<file path="src/rtl/sh2npc_pkg.sv">
package sh2npc_pkg;

	localparam logic [15:0] OP_HI8_MASK  = 16'hFF00;
	localparam logic [15:0] OP_HI4_MASK  = 16'hF000;
	localparam logic [15:0] OP_REG_MASK  = 16'hF0FF;

	localparam logic [15:0] OP_BT        = 16'h8900;
	localparam logic [15:0] OP_BTS       = 16'h8D00;
	localparam logic [15:0] OP_BF        = 16'h8B00;
	localparam logic [15:0] OP_BFS       = 16'h8F00;
	localparam logic [15:0] OP_BRA       = 16'hA000;
	localparam logic [15:0] OP_BSR       = 16'hB000;
	localparam logic [15:0] OP_BRAF      = 16'h0023;
	localparam logic [15:0] OP_BSRF      = 16'h0003;
	localparam logic [15:0] OP_JMP       = 16'h402B;
	localparam logic [15:0] OP_JSR       = 16'h400B;
	localparam logic [15:0] OP_RTS       = 16'h000B;
	localparam logic [15:0] OP_RTE       = 16'h002B;
	localparam logic [15:0] OP_TRAPA     = 16'hC300;

	typedef enum logic [3:0] {
		KIND_SEQ     = 4'd0,
		KIND_COND_T  = 4'd1,
		KIND_COND_NT = 4'd2,
		KIND_REL     = 4'd3,
		KIND_REG_REL = 4'd4,
		KIND_REG_ABS = 4'd5,
		KIND_RTS     = 4'd6,
		KIND_RTE     = 4'd7,
		KIND_TRAP    = 4'd8
	} flow_kind_t;

	typedef struct packed {
		logic [15:0] instruction;
		logic [31:0] current_pc;
		logic        t_flag;
		logic [31:0] reg_m_value;
		logic [31:0] link_register;
		logic [31:0] stack_word;
		logic [31:0] vector_base;
		logic [31:0] vector_word;
	} item_t;

	typedef struct packed {
		logic [31:0] next_pc;
		flow_kind_t  kind;
		logic [31:0] vector_address;
	} result_t;

endpackage

</file>
<file path="src/rtl/sh2npc_decode.sv">
module sh2npc_decode import sh2npc_pkg::*; (
	input  item_t   item,
	output result_t res
);

	logic [15:0] hi8;
	logic [15:0] hi4;
	logic [15:0] regform;
	logic        is_bt;
	logic        is_bf;
	logic        is_rel;
	logic        is_reg_rel;
	logic        taken;
	logic [31:0] disp8;
	logic [31:0] disp12;
	logic [31:0] operand;
	logic [31:0] target;
	logic [31:0] seq_pc;
	logic [31:0] trap_vec;

	assign hi8     = item.instruction & OP_HI8_MASK;
	assign hi4     = item.instruction & OP_HI4_MASK;
	assign regform = item.instruction & OP_REG_MASK;

	assign is_bt      = (hi8 == OP_BT) || (hi8 == OP_BTS);
	assign is_bf      = (hi8 == OP_BF) || (hi8 == OP_BFS);
	assign is_rel     = (hi4 == OP_BRA) || (hi4 == OP_BSR);
	assign is_reg_rel = (regform == OP_BRAF) || (regform == OP_BSRF);
	assign taken      = is_bt ? item.t_flag : !item.t_flag;

	// displacements already doubled
	assign disp8  = {{23{item.instruction[7]}}, item.instruction[7:0], 1'b0};
	assign disp12 = {{19{item.instruction[11]}}, item.instruction[11:0], 1'b0};

	// one shared adder for every pc + x + 4 target
	always_comb begin
		if (is_bt || is_bf) begin
			operand = disp8;
		end else if (is_rel) begin
			operand = disp12;
		end else begin
			operand = item.reg_m_value;
		end
	end

	assign target   = item.current_pc + operand + 32'd4;
	assign seq_pc   = item.current_pc + 32'd2;
	assign trap_vec = item.vector_base + {22'd0, item.instruction[7:0], 2'b00};

	always_comb begin
		res.next_pc        = seq_pc;
		res.kind           = KIND_SEQ;
		res.vector_address = 32'd0;
		if (is_bt || is_bf) begin
			if (taken) begin
				res.next_pc = target;
				res.kind    = KIND_COND_T;
			end else begin
				res.kind    = KIND_COND_NT;
			end
		end else if (is_rel) begin
			res.next_pc = target;
			res.kind    = KIND_REL;
		end else if (is_reg_rel) begin
			res.next_pc = target;
			res.kind    = KIND_REG_REL;
		end else if ((regform == OP_JMP) || (regform == OP_JSR)) begin
			res.next_pc = item.reg_m_value;
			res.kind    = KIND_REG_ABS;
		end else if (item.instruction == OP_RTS) begin
			res.next_pc = item.link_register;
			res.kind    = KIND_RTS;
		end else if (item.instruction == OP_RTE) begin
			res.next_pc = item.stack_word;
			res.kind    = KIND_RTE;
		end else if (hi8 == OP_TRAPA) begin
			res.next_pc        = item.vector_word;
			res.kind           = KIND_TRAP;
			res.vector_address = trap_vec;
		end
	end

endmodule

</file>
<file path="src/rtl/sh2_next_pc_predictor.sv">
// Next-PC predictor for a single-step debug unit.
// Input channel (in_valid / in_stall) carries one word per instruction: the
// opcode, its PC, the T flag and the register values it may branch through.
// Output channel (out_valid / out_stall) returns one word per input word:
// the predicted next PC, the flow kind and, for TRAPA, the vector address.
// A word accepted into the input register is decoded into the result
// register, which drives the output (two registers: input stage, result
// stage). Throughput: one word per cycle while the output is not stalled;
// decode and its 32-bit adders sit between the two registers.
// When the receiver stalls, the result register holds its word and the
// input register still fills, so one more word is taken before in_stall
// rises; in_stall is only high while both registers are full and the
// output is stalled.
// Reset (arst_n low) empties both stages; the data registers are not reset.
module sh2_next_pc_predictor import sh2npc_pkg::*; (
	input  logic        clk,
	input  logic        arst_n,
	input  logic        in_valid,
	output logic        in_stall,
	input  logic [15:0] instruction,
	input  logic [31:0] current_pc,
	input  logic        t_flag,
	input  logic [31:0] reg_m_value,
	input  logic [31:0] link_register,
	input  logic [31:0] stack_word,
	input  logic [31:0] vector_base,
	input  logic [31:0] vector_word,
	output logic        out_valid,
	input  logic        out_stall,
	output logic [31:0] next_pc,
	output logic [3:0]  flow_kind,
	output logic [31:0] vector_address
);

	logic    valid_s1;
	item_t   item_s1;
	logic    valid_s2;
	result_t res_s2;
	result_t res_comb;
	logic    s2_free;
	logic    s1_free;

	assign s2_free  = !valid_s2 || !out_stall;
	assign s1_free  = !valid_s1 || s2_free;
	assign in_stall = !s1_free;

	always_ff @(posedge clk or negedge arst_n) begin
		if (!arst_n) begin
			valid_s1 <= 1'b0;
		end else if (s1_free) begin
			valid_s1 <= in_valid;
		end
	end

	always_ff @(posedge clk) begin
		if (s1_free && in_valid) begin
			item_s1.instruction   <= instruction;
			item_s1.current_pc    <= current_pc;
			item_s1.t_flag        <= t_flag;
			item_s1.reg_m_value   <= reg_m_value;
			item_s1.link_register <= link_register;
			item_s1.stack_word    <= stack_word;
			item_s1.vector_base   <= vector_base;
			item_s1.vector_word   <= vector_word;
		end
	end

	sh2npc_decode u_decode (
		.item (item_s1),
		.res  (res_comb)
	);

	always_ff @(posedge clk or negedge arst_n) begin
		if (!arst_n) begin
			valid_s2 <= 1'b0;
		end else if (s2_free) begin
			valid_s2 <= valid_s1;
		end
	end

	always_ff @(posedge clk) begin
		if (s2_free && valid_s1) begin
			res_s2 <= res_comb;
		end
	end

	assign out_valid      = valid_s2;
	assign next_pc        = res_s2.next_pc;
	assign flow_kind      = res_s2.kind;
	assign vector_address = res_s2.vector_address;

	// vector address only reported for traps
	a_vaddr_trap_only: assert property (@(posedge clk) disable iff (!arst_n)
		out_valid && (flow_kind != KIND_TRAP) |-> vector_address == 32'd0)
		else $error("vector_address nonzero outside trap");

	// back-pressure only when both stages hold a word
	a_stall_full: assert property (@(posedge clk) disable iff (!arst_n)
		in_stall |-> valid_s1 && valid_s2 && out_stall)
		else $error("input stalled with room in pipeline");

	// a word in stage one moves to the output when the output is free
	a_advance: assert property (@(posedge clk) disable iff (!arst_n)
		valid_s1 && s2_free |=> out_valid)
		else $error("stage one word lost");

endmodule
</file>
<file path="config.mk">
export PLATFORM = sky130hd
export DESIGN_NAME = sh2_next_pc_predictor
export DESIGN_NICKNAME = d
export VERILOG_FILES = /design/src/rtl/sh2npc_pkg.sv /design/src/rtl/sh2npc_decode.sv /design/src/rtl/sh2_next_pc_predictor.sv
export SDC_FILE = /design/constraint.sdc
export NUM_CORES = 1
export LEC_CHECK = 0
export BUFFER_PORTS_ARGS = -buffer_cell sky130_fd_sc_hd__buf_2
export CORE_UTILIZATION = 62
export CTS_BUF_LIST = sky130_fd_sc_hd__clkbuf_4
export DETAILED_ROUTE_END_ITERATION = 6
export PLACE_DENSITY = 0.91
export SETUP_SLACK_MARGIN = 0.02
export SYNTH_ARGS = -nofsm -noshare
export SYNTH_HDL_FRONTEND = slang
export SYNTH_SLANG_ARGS = --single-unit
</file>
<file path="constraint.sdc">
create_clock -name clk -period 11.3 [get_ports clk]
set_input_delay 2.26 -clock clk [delete_from_list [all_inputs] [get_ports clk]]
set_output_delay 2.26 -clock clk [all_outputs]
set_load 0.005 [all_outputs]
</file>
==> results of run 1 <==
metrics by stage:
stage | util, % | power, mW | instance area, sq um
after floorplan | - | 1.56 | 14100
after global routing | 75.6 | 2.67 | 16700
after CTS | 75.6 | 2.57 | 16700
after global placement | 71.6 | 1.69 | 15800
after detailed placement | 71.6 | 1.70 | 15800
final | 75.6 | 2.57 | 16700
synthesized netlist by cell type (23+ instances only):
| library cell | n |
|---|---|
| clkbuf_1 | 36 |
| nor3_1 | 25 |
| a21oi_1 | 59 |
| mux2i_1 | 39 |
| ha_1 | 70 |
| nand2_1 | 78 |
| inv_1 | 23 |
| xor2_1 | 38 |
| xnor2_1 | 40 |
| o211ai_1 | 29 |
| edfxtp_1 | 277 |
| nor2_1 | 82 |
| o21ai_0 | 42 |
| nand3_1 | 31 |
flip-flops by register name, summed over array words and instances (netlist names):
| signal | flops |
|---|---|
| flow_kind | 4 |
| item_s1 | 209 |
| next_pc | 32 |
| out_valid | 1 |
| valid_s1 | 1 |
| vector_address | 32 |
kinds of logic after synthesis:
family,share of synthesized area (%)
DFF,59.4
and+or+nand+nor,10.6
buffers and inverters,2.20
xor gates and xnor gates,4.85
AOI/OAI and AO/OA,13.1
adders and majority gates,6.50
muxes,3.41
how the worst min path moves through the flow:
stage / to / cells after the start / from
finish: vector_address[1] / 1 / item_s1[33]
CTS: vector_address[1] / 1 / item_s1[33]
detailed placement: vector_address[1] / 1 / item_s1[33]
global route: vector_address[1] / 1 / item_s1[33]
floorplan: out_valid / 1 / valid_s1
global placement: out_valid / 1 / valid_s1
layout make-up:
cell class                 instances  area [sq um]  share of cell area [%]
inverter                          24          90.1                   0.541
multi-input combinational        770          5440                    32.6
clock buffer                      89           668                    4.01
timing repair buffer             296          1520                    9.10
sequential                       279          8370                    50.2
tap                              280           350                    2.10
clock inverter                    27           221                    1.33
antenna                            2          5.00                  0.0300
metal layers:
| metal | up-vias | global-route usage, % | part of all wire [%] |
|---|---|---|---|
| met5 | - | 0 | 0 |
| met4 | 0 | 17.5 | 4.4 |
| met3 | 159 | 10.2 | 13 |
| met2 | 859 | 53.9 | 45 |
| met1 | 5144 | 43.6 | 37 |
| li1 | 4994 | - | - |
critical path, stage by stage (launching register included):
cell,delay (ns)
edfxtp_1,0.43
nor3b_1,0.39
nand3_1,0.55
nand2_1,0.19
buf_4,0.40
nor2_1,0.07
nor3_1,0.39
ha_1,0.33
ha_1,0.39
a21oi_1,0.17
o21ai_0,0.09
a211oi_1,0.44
o21ai_1,0.24
a31o_2,0.35
a311oi_1,0.36
xor2_1,0.12
a221oi_1,0.32
power groups by stage:
stage | registers, mW | logic (mW) | clock network [mW]
after floorplan | 1.29 | 0.272 | 0
after global placement | 1.29 | 0.407 | 0
after detailed placement | 1.29 | 0.415 | 0
after CTS | 1.27 | 0.419 | 0.879
after global routing | 1.27 | 0.464 | 0.927
final | 1.27 | 0.430 | 0.869
==> reports/results.md, run 1 <==
## Outcome
• run status: finished, violations left
• failing checks: design-rule violations

## Place
• number of cells in the design after placement: 1,649
• number of buffers inserted by port buffering: 282
• pre-CTS setup slack: 6.18 ns
• Detailed Place HPWL: 28.4 mm
• gp weighted congestion: 0.973

## Run
• # Max-Cap Violations: 0

## Clock network
• buffers from clock root to sink, at most: 3
• clock tree sinks: 279
• cts bufs inserted: 69
• insertion delay to the later sink of the worst-skew pair: 0.71 ns
• CTS H-tree lvls: 3
• Resized cells post-CTS: 0
• setup bufs post-CTS: 0
• clock-pin slew on the worst setup and hold paths: 0.07 ns
• cell at the root of the clock tree: clkbuf_4
• clock tree from TritonCTS: done
• quantity of hold-fixing buffers added after cts: 0

## Yosys
• number of enable-type register cells in the synthesized netlist: 277
• count of cell types in the netlist: 71
• top area cells in the synthesized netlist: edfxtp_1, ha_1, mux2i_1
• netlist area before placement: 14,100 sq um
• Main synth FF type: edfxtp_1
• Syn Nets: 1,412
• share of flip-flops with an asynchronous set or reset after synthesis: 0.717%
• largest area contributor in the synthesized netlist: edfxtp_1
• post-synthesis instance total: 1,127
• syn avg cell area: 12.5 sq um
• warnings from Yosys: 0
• portion of the post-synthesis area used by sequential elements: 59.4%
• area share of the largest cell type after synthesis: 59.0%
• number of storage elements in the synthesis netlist: 279

## Route
• Via density: 6.31
• number of nets still failing antenna checks after routing: 0
• violation count after the first detailed-routing iteration: 1,452
• overall routed net length: 39.7 mm
• final routed wire length divided by cell count: 22.5 um
• Via Count: 11,200
• router iterations before antenna repair: 7
• number of remaining DRC errors: 42

## Global routing
• overall global routing resource usage: 34.4%
• GR Overflow Total: 0
• first-pass GRT wire length: 60.0 mm
• via count of the first global-routing pass: 11,100
• maximum number of pins on one net before global-route repair: 74
• number of antenna violations at the first check in global routing: 1

## Worst setup path
• startpoint of the most critical register-to-register path: item_s1[206]
• critical path class: reg -> reg
• required time of the critical path: 11.81 ns
• Critical Path Fanout Max: 31
• Critical Path Sink: next_pc[28]
• crit end category: flop
• capturing point of the worst reg2reg path: next_pc[28]
• cells on worst reg2reg path: 16
• Critical Path Start: item_s1[206]
• Crit path arrival time: 5.92 ns
• launching element type of the critical path: flop
• setup slack on the worst flop-to-flop path: 5.88 ns

## Power and ir drop
• switching portion of total power: 27.3%
• largest voltage drop on the vdd net: 0.108 mV
• power share of the combinational group: 16.7%
• leakage power summed over all cells: 6.80 nW
• P_sw: 0.701 mW
• sequential share of power: 49.5%
• share of power burned in the clock network: 33.8%
• Int Power: 1.87 mW
• power per standard cell area: 154 nW/um^2

## STA
• maximum clock frequency: 185 MHz
• number of pins with negative max-slew slack in the final report: 0
• slew at the pin closest to its max-slew limit: 1.08 ns
• setup-violating endpoint count in the final report: 0
• total negative slack for setup checks: 0 ns
• RSZ-0062 raised after global routing: no
• worst relative slew slack: 27.5%
• crit path time final: 5.42 ns
• final worst setup slack: 5.88 ns
• final hold slack: 0.523 ns
• number of endpoints with negative hold slack in the final report: 0
• skew final: 0.0509 ns
• portion of the clock cycle consumed by the worst path in the final layout: 47.9%

## Floorplanning
• effective utilization at floorplan: 64.0%
• number of rows created at floorplan: 54
• area enclosed by the die boundary: 23,300 sq um
• Chip Width: 153 um
• num ports: 283
• Core Box Area: 22,000 sq um
• die height: 153 um

## Finish
• leading cell types in the layout, fill and taps excluded: buf_2, edfxtp_1, clkbuf_4, nor2_1, nand2_1
• area added between synthesis and finish: 18.2%
• Post-Layout Cell Count: 1,767
• leading cell type in the layout, fill and taps excluded: buf_2
• fraction of final layout cells sized beyond drive strength 1: 28.6%
• nets: 1,725
• final-layout fill cell count: 1,421

## Hold path
• class of the tightest hold or removal check: reg -> reg

No activity file was read; power rests on OpenSTA's default activity.
==> inputs of run 2 (changes only) <==
Settings changed: CORE_UTILIZATION 62 to 57, PLACE_DENSITY 0.91 to 0.85.
Clock period 11.3 ns to 5.3 ns, I/O delays scaled along.
==> reports/results.md, run 2 (synthesis results as in run 1) <==
## Worst setup path
• launching element type of the critical path: flop, unchanged
• Critical Path Fanout Max: 15, was 31
• startpoint of the most critical register-to-register path: item_s1[201], was item_s1[206]
• setup slack on the worst flop-to-flop path: 0.45 ns, was 5.88 ns
• crit end category: flop, unchanged
• Crit path arrival time: 5.32 ns, was 5.92 ns
• critical path class: reg -> reg, unchanged
• required time of the critical path: 5.77 ns, was 11.81 ns
• Critical Path Start: item_s1[201], was item_s1[206]
• capturing point of the worst reg2reg path: next_pc[28], unchanged
• cells on worst reg2reg path: 17, was 16

## Power and ir drop
• power per standard cell area: 320 nW/um^2, was 154 nW/um^2
• power share of the combinational group: 16.8%, was 16.7%
• P_sw: 1.46 mW, was 0.701 mW
• share of power burned in the clock network: 32.6%, was 33.8%
• Int Power: 3.89 mW, was 1.87 mW
• sequential share of power: 50.6%, was 49.5%
• largest voltage drop on the vdd net: 0.316 mV, was 0.108 mV
• leakage power summed over all cells: 6.82 nW, was 6.80 nW
• switching portion of total power: 27.3%, about the same

## Global routing
• first-pass GRT wire length: 56.9 mm, was 60.0 mm
• GR Overflow Total: 0, unchanged
• highest-utilization routing layer at the global route stage: met2, unchanged
• met2 Use GR: 46.3%, was 53.9%
• met1 track utilization from global routing: 37.6%, was 43.6%
• maximum number of pins on one net before global-route repair: 141, was 74
• met3 global-route usage: 8.47%, was 10.2%
• number of antenna violations at the first check in global routing: 1, unchanged
• overall global routing resource usage: 29.6%, was 34.4%
• via count of the first global-routing pass: 10,700, was 11,100

## Route
• number of nets still failing antenna checks after routing: 0, unchanged
• violation count after the first detailed-routing iteration: 1,199, was 1,452
• number of remaining DRC errors: 0, was 42
• Via density: 5.93, was 6.31
• router iterations before antenna repair: 5, was 7
• overall routed net length: 37.2 mm, was 39.7 mm
• final routed wire length divided by cell count: 20.4 um, was 22.5 um
• Via Count: 10,800, was 11,200

## STA
• worst relative slew slack: 16.3%, was 27.5%
• skew final: 0.0549 ns, was 0.0509 ns
• total negative slack for setup checks: 0 ns, unchanged
• portion of the clock cycle consumed by the worst path in the final layout: 91.5%, was 47.9%
• crit path time final: 4.85 ns, was 5.42 ns
• slew at the pin closest to its max-slew limit: 1.22 ns, was 1.08 ns
• final worst setup slack: 0.450 ns, was 5.88 ns
• setup-violating endpoint count in the final report: 0, unchanged
• number of pins with negative max-slew slack in the final report: 0, unchanged
• maximum clock frequency: 206 MHz, was 185 MHz
• RSZ-0062 raised after global routing: no, unchanged
• number of endpoints with negative hold slack in the final report: 0, unchanged

## Finish
• area added between synthesis and finish: 18.7%, was 18.2%
• leading cell type in the layout, fill and taps excluded: buf_2, unchanged
• nets: 1,729, was 1,725
• flip-flop count of the largest register after layout: 209, unchanged
• fraction of final layout cells sized beyond drive strength 1: 29.3%, was 28.6%
• leading cell types in the layout, fill and taps excluded: buf_2, edfxtp_1, clkbuf_4, nor2_1, nand2_1, unchanged
• largest register by flop count: item_s1, unchanged

## Place
• number of buffers inserted by port buffering: 282, unchanged
• gp weighted congestion: 0.945, was 0.973
• pre-CTS setup slack: 0.505 ns, was 6.18 ns
• Detailed Place HPWL: 27.0 mm, was 28.4 mm

## Floorplanning
• effective utilization at floorplan: 58.0%, was 64.0%
• number of rows created at floorplan: 57, was 54
• Core Box Area: 24,300 sq um, was 22,000 sq um
• num ports: 283, unchanged
• Chip Width: 159 um, was 153 um
• die height: 159 um, was 153 um
• area enclosed by the die boundary: 25,400 sq um, was 23,300 sq um

## Clock network
• quantity of hold-fixing buffers added after cts: 0, unchanged
• clock tree from TritonCTS: done, unchanged
• Resized cells post-CTS: 0, unchanged
• cts bufs inserted: 70, was 69
• CTS H-tree lvls: 3, unchanged
• cell at the root of the clock tree: clkbuf_4, unchanged
• insertion delay to the later sink of the worst-skew pair: 0.70 ns, was 0.71 ns
• clock-pin slew on the worst setup and hold paths: 0.07 ns, about the same
• clock tree sinks: 279, unchanged
• setup bufs post-CTS: 0, unchanged
• buffers from clock root to sink, at most: 3, unchanged

## Outcome
• run status: completed, was finished, violations left

## Run
• # Max-Cap Violations: 0, unchanged

## Hold path
• class of the tightest hold or removal check: in -> async, was reg -> reg

==> run 2: cell types whose count changed in the layout (fill, tap and decap cells not counted) <==
cell	before	now
buf_12	0	1
buf_4	14	16
bufinv_16	4	0
clkbuf_4	89	102
clkinv_1	18	14
clkinv_4	0	2
==> run 2: worst max-delay path, stage by stage, from the launching register on <==
cell and delay (ns):
edfxtp_1 0.42, nor3b_1 0.20, nand3_1 0.12, buf_4 0.23, nor2_1 0.11, nor2_1 0.60
buf_4 0.32, o21a_1 0.14, ha_1 0.22, ha_1 0.36, a21o_1 0.19, a21o_1 0.17
a21o_1 0.18, a311o_1 0.35, a31o_2 0.26, a311oi_1 0.37, xor2_1 0.11, a221oi_1 0.29
==> run 2: cell type report <==
cell class              instances  area [sq um]
inverters                      24          90.1
flip-flops and latches        279          8370
multi-input cells             770          5440
clock inverters                21           104
clock buffers                 102           766
diodes                          2          5.00
fillers                      1767          7590
repair buffers                299          1550
well taps                     324           405
==> run 2: how the worst max path moves through the flow <==
stage / endpoint / slack [ns]
2_1_floorplan: flow_kind[0] / 0.64
3_3_place_gp: next_pc[28] / 0.63
3_5_place_dp: next_pc[28] / 0.50
4_1_cts: next_pc[28] / 0.46
6_report: next_pc[28] / 0.45
5_1_grt: next_pc[28] / 0.11
==> run 2: per-layer routing <==
metal | up-vias | share of wire [%]
met1 | 4999 | 40
met3 | 121 | 10
met2 | 688 | 46
met5 | - | 0
li1 | 4997 | -
met4 | 0 | 4.4
==> run 2: per-stage QoR <==
step / util (%) / hold slack [ns] / cells / total power [mW] / cell area [sq um]
2_1_floorplan: - / 0.444 / 1127 / 3.31 / 14100
3_5_place_dp: 65.2 / 0.478 / 1696 / 3.63 / 15900
5_1_grt: 68.8 / 0.105 / 1821 / 5.59 / 16700
3_3_place_gp: 65.2 / 0.461 / 1696 / 3.62 / 15900
6_report: 68.8 / 0.147 / 1821 / 5.35 / 16700
4_1_cts: 68.8 / 0.103 / 1819 / 5.38 / 16700
==> run 2: power by group through the flow <==
stage	clock [mW]	combinational (mW)	sequential (mW)
2_1_floorplan	0	0.580	2.73
3_3_place_gp	0	0.874	2.75
3_5_place_dp	0	0.883	2.75
4_1_cts	1.79	0.889	2.70
5_1_grt	1.89	0.986	2.72
6_report	1.74	0.897	2.71
==> inputs of run 3 (changes only) <==
Settings changed: ABC_AREA set to 1, CORE_UTILIZATION 57 to 58, PLACE_DENSITY 0.85 to 0.86.
==> reports/results.md, run 3 <==
## Finish
• flip-flop count of the largest register after layout: 209, unchanged
• final-layout fill cell count: 2,096, was 1,767
• nets: 2,442, was 1,729
• sequential cell area: 8370 sq um, unchanged
• Multi-input gate area: 6260 sq um, was 5440 sq um
• Post-Layout Cell Count: 2,530, was 1,821
• final design area excluding fillers: 18,300 sq um, was 16,700 sq um
• area added between synthesis and finish: 16.7%, was 18.7%
• fraction of final layout cells sized beyond drive strength 1: 19.3%, was 29.3%
• Core Util, Final: 69.6%, was 68.8%
• leading cell type in the layout, fill and taps excluded: nand2_1, was buf_2
• leading cell types in the layout, fill and taps excluded: nand2_1, buf_2, edfxtp_1, inv_1, nor2_1, was buf_2, edfxtp_1, clkbuf_4, nor2_1, nand2_1
• largest register by flop count: item_s1, unchanged

## STA
• maximum clock frequency: 241 MHz, was 206 MHz
• final worst setup slack: 1.15 ns, was 0.450 ns
• final hold slack: 0.146 ns, was 0.147 ns
• slew at the pin closest to its max-slew limit: 1.11 ns, was 1.22 ns
• skew final: 0.0426 ns, was 0.0549 ns
• number of endpoints with negative hold slack in the final report: 0, unchanged
• number of pins with negative max-slew slack in the final report: 0, unchanged
• setup-violating endpoint count in the final report: 0, unchanged
• crit path time final: 4.15 ns, was 4.85 ns
• worst relative slew slack: 25.7%, was 16.3%
• portion of the clock cycle consumed by the worst path in the final layout: 78.4%, was 91.5%
• RSZ-0062 raised after global routing: no, unchanged
• total negative slack for setup checks: 0 ns, unchanged

## Outcome
• failing checks: design-rule violations
• run status: finished, violations left, was completed

## Route
• router iterations before antenna repair: 7, was 5
• overall routed net length: 49.9 mm, was 37.2 mm
• final routed wire length divided by cell count: 19.7 um, was 20.4 um
• number of nets still failing antenna checks after routing: 0, unchanged
• number of remaining DRC errors: 17, was 0
• Via density: 5.71, was 5.93
• Via Count: 14,400, was 10,800
• violation count after the first detailed-routing iteration: 1,630, was 1,199

## Worst setup path
• slowest cell on the critical path: fa_1, was nor2_1
• launching element type of the critical path: flop, unchanged
• Crit path arrival time: 4.60 ns, was 5.32 ns
• Crit path top cell by count: nand3_1, was a21o_1
• Critical Path Start: item_s1[207], was item_s1[201]
• startpoint of the most critical register-to-register path: item_s1[207], was item_s1[201]
• Critical Path Sink: next_pc[9], was next_pc[28]
• critical path class: reg -> reg, unchanged
• required time of the critical path: 5.74 ns, was 5.77 ns
• CP peak stage delay: 0.45 ns, was 0.60 ns
• Critical Path Fanout Max: 13, was 15
• cells on worst reg2reg path: 19, was 17
• CP bufs+invs: 5, was 2
• setup slack on the worst flop-to-flop path: 1.15 ns, was 0.45 ns
• chain of cells forming the critical path: inv_1, nand3_1, nand2_2, inv_1, nand2_1, nand2_1, ha_1, ha_1, inv_1, fa_1, inv_1, nand3_1, nand3_1, nand2_1, nand3_1, a21oi_1, o21ai_0, buf_4, nand3_1, was nor3b_1, nand3_1, buf_4, nor2_1, nor2_1, buf_4, o21a_1, ha_1, ha_1, a21o_1, a21o_1, a21o_1, a311o_1, a31o_2, a311oi_1, xor2_1, a221oi_1
• Crit path depth: 19, was 17
• Top Family by Delay on Critical Path: simple AND/OR/NAND/NOR gates, was compound AO/OA/AOI/OAI gates
• capturing point of the worst reg2reg path: next_pc[9], was next_pc[28]
• crit end category: flop, unchanged

## Place
• pre-CTS setup slack: 1.32 ns, was 0.505 ns
• instance area at placement: 17,500 sq um, was 15,900 sq um
• number of cells in the design after placement: 2,417, was 1,696
• gp weighted congestion: 0.999, was 0.945
• Detailed Place HPWL: 37.6 mm, was 27.0 mm
• number of buffers inserted by port buffering: 282, unchanged

## Global routing
• overall global routing resource usage: 36.0%, was 29.6%
• GR Overflow Total: 0, unchanged
• first-pass GRT wire length: 75.4 mm, was 56.9 mm
• via count of the first global-routing pass: 14,000, was 10,700
• maximum number of pins on one net before global-route repair: 98, was 141
• number of antenna violations at the first check in global routing: 2, was 1

## Floorplanning
• Core Box Area: 26,300 sq um, was 24,300 sq um
• Chip Width: 166 um, was 159 um
• effective utilization at floorplan: 59.7%, was 58.0%
• number of rows created at floorplan: 59, was 57
• area enclosed by the die boundary: 27,700 sq um, was 25,400 sq um
• die height: 166 um, was 159 um
• num ports: 283, unchanged

## Yosys
• Main synth FF type: edfxtp_1, unchanged
• top area cells in the synthesized netlist: edfxtp_1, nand2_1, ha_1, was edfxtp_1, ha_1, mux2i_1
• post-synthesis instance total: 1,822, was 1,127
• share of flip-flops with an asynchronous set or reset after synthesis: 0.717%, unchanged
• netlist area before placement: 15,700 sq um, was 14,100 sq um
• warnings from Yosys: 0, unchanged
• Syn Nets: 2,107, was 1,412
• area share of the largest cell type after synthesis: 53.0%, was 59.0%
• count of cell types in the netlist: 38, was 71
• most common cell in the synthesized netlist: nand2_1, was edfxtp_1
• top cells by count, synth: nand2_1, edfxtp_1, inv_1, was edfxtp_1, nor2_1, nand2_1
• largest area contributor in the synthesized netlist: edfxtp_1, unchanged
• syn avg cell area: 8.61 sq um, was 12.5 sq um
• number of enable-type register cells in the synthesized netlist: 277, unchanged
• number of storage elements in the synthesis netlist: 279, unchanged
• portion of the post-synthesis area used by sequential elements: 53.4%, was 59.4%

## Clock network
• CTS H-tree lvls: 3, unchanged
• clock tree from TritonCTS: done, unchanged
• clock-pin slew on the worst setup and hold paths: 0.06 ns, was 0.07 ns
• cell at the root of the clock tree: clkbuf_4, unchanged
• insertion delay to the later sink of the worst-skew pair: 0.71 ns, was 0.70 ns
• clock tree sinks: 279, unchanged
• cts bufs inserted: 73, was 70
• buffers from clock root to sink, at most: 3, unchanged
• Resized cells post-CTS: 0, unchanged
• setup bufs post-CTS: 0, unchanged
• quantity of hold-fixing buffers added after cts: 0, unchanged

## Power and ir drop
• largest voltage drop on the vdd net: 0.262 mV, was 0.316 mV
• overall power after layout: 5.70 mW, was 5.35 mW
• power per standard cell area: 312 nW/um^2, was 320 nW/um^2
• leakage power summed over all cells: 8.56 nW, was 6.82 nW

## Run
• # Max-Cap Violations: 0, unchanged

## Hold path
• class of the tightest hold or removal check: in -> async, unchanged

run 3: layout make-up:
class,instances,area share (%)
inverter,234,4.82
sequential,279,45.7
tap,335,2.29
timing repair buffer,298,8.44
antenna,1,0.0137
clock inverter,14,0.445
clock buffer,98,4.02
multi-input combinational,1271,34.2
run 3: cells by family (layout without fill, tap and decap cells):
group	Yosys count	in the layout	synth area share, %
AND/OR/NAND/NOR	950	950	24.7
flip-flops	279	279	53.4
buffers and inverters	272	644	6.77
AO/OA/AOI/OAI	221	221	7.77
adder cells (fa/ha/maj)	72	72	5.84
XOR/XNOR	28	28	1.56
other	0	1	0
run 3: per-layer routing:
metal	vias up	share of wire [%]	GRT usage (%)
met5	-	0.032	0
met4	2	3.6	14.4
met3	149	11	8.27
met2	954	46	57.7
met1	6580	39	47.4
li1	6749	-	-
run 3: power breakdown:
| group | internal (mW) | switching [mW] | leakage, nW |
|---|---|---|---|
| clock | 0.857 | 0.905 | 0.494 |
| sequential | 2.65 | 0.117 | 2.70 |
| combinational | 0.396 | 0.773 | 5.37 |
| total | 3.91 | 1.79 | 8.56 |
run 3: worst register-to-register path: cells and delay by family, from the launching register on:
family / cells / cell delay [ns]
AO/OA/AOI/OAI: 2 / 0.26
adder cells (fa/ha/maj): 3 / 0.96
buffers and inverters: 5 / 0.81
flip-flops: 1 / 0.39
AND/OR/NAND/NOR: 9 / 1.47
run 3: worst min path at each step:
stage,from,endpoint,slack [ns],cells past startpoint
3_5_place_dp,valid_s1,out_valid,0.49,2
2_1_floorplan,valid_s1,out_valid,0.43,2
4_1_cts,arst_n,valid_s1,0.11,1
3_3_place_gp,valid_s1,out_valid,0.47,2
6_report,arst_n,out_valid,0.15,1
5_1_grt,arst_n,out_valid,0.11,1
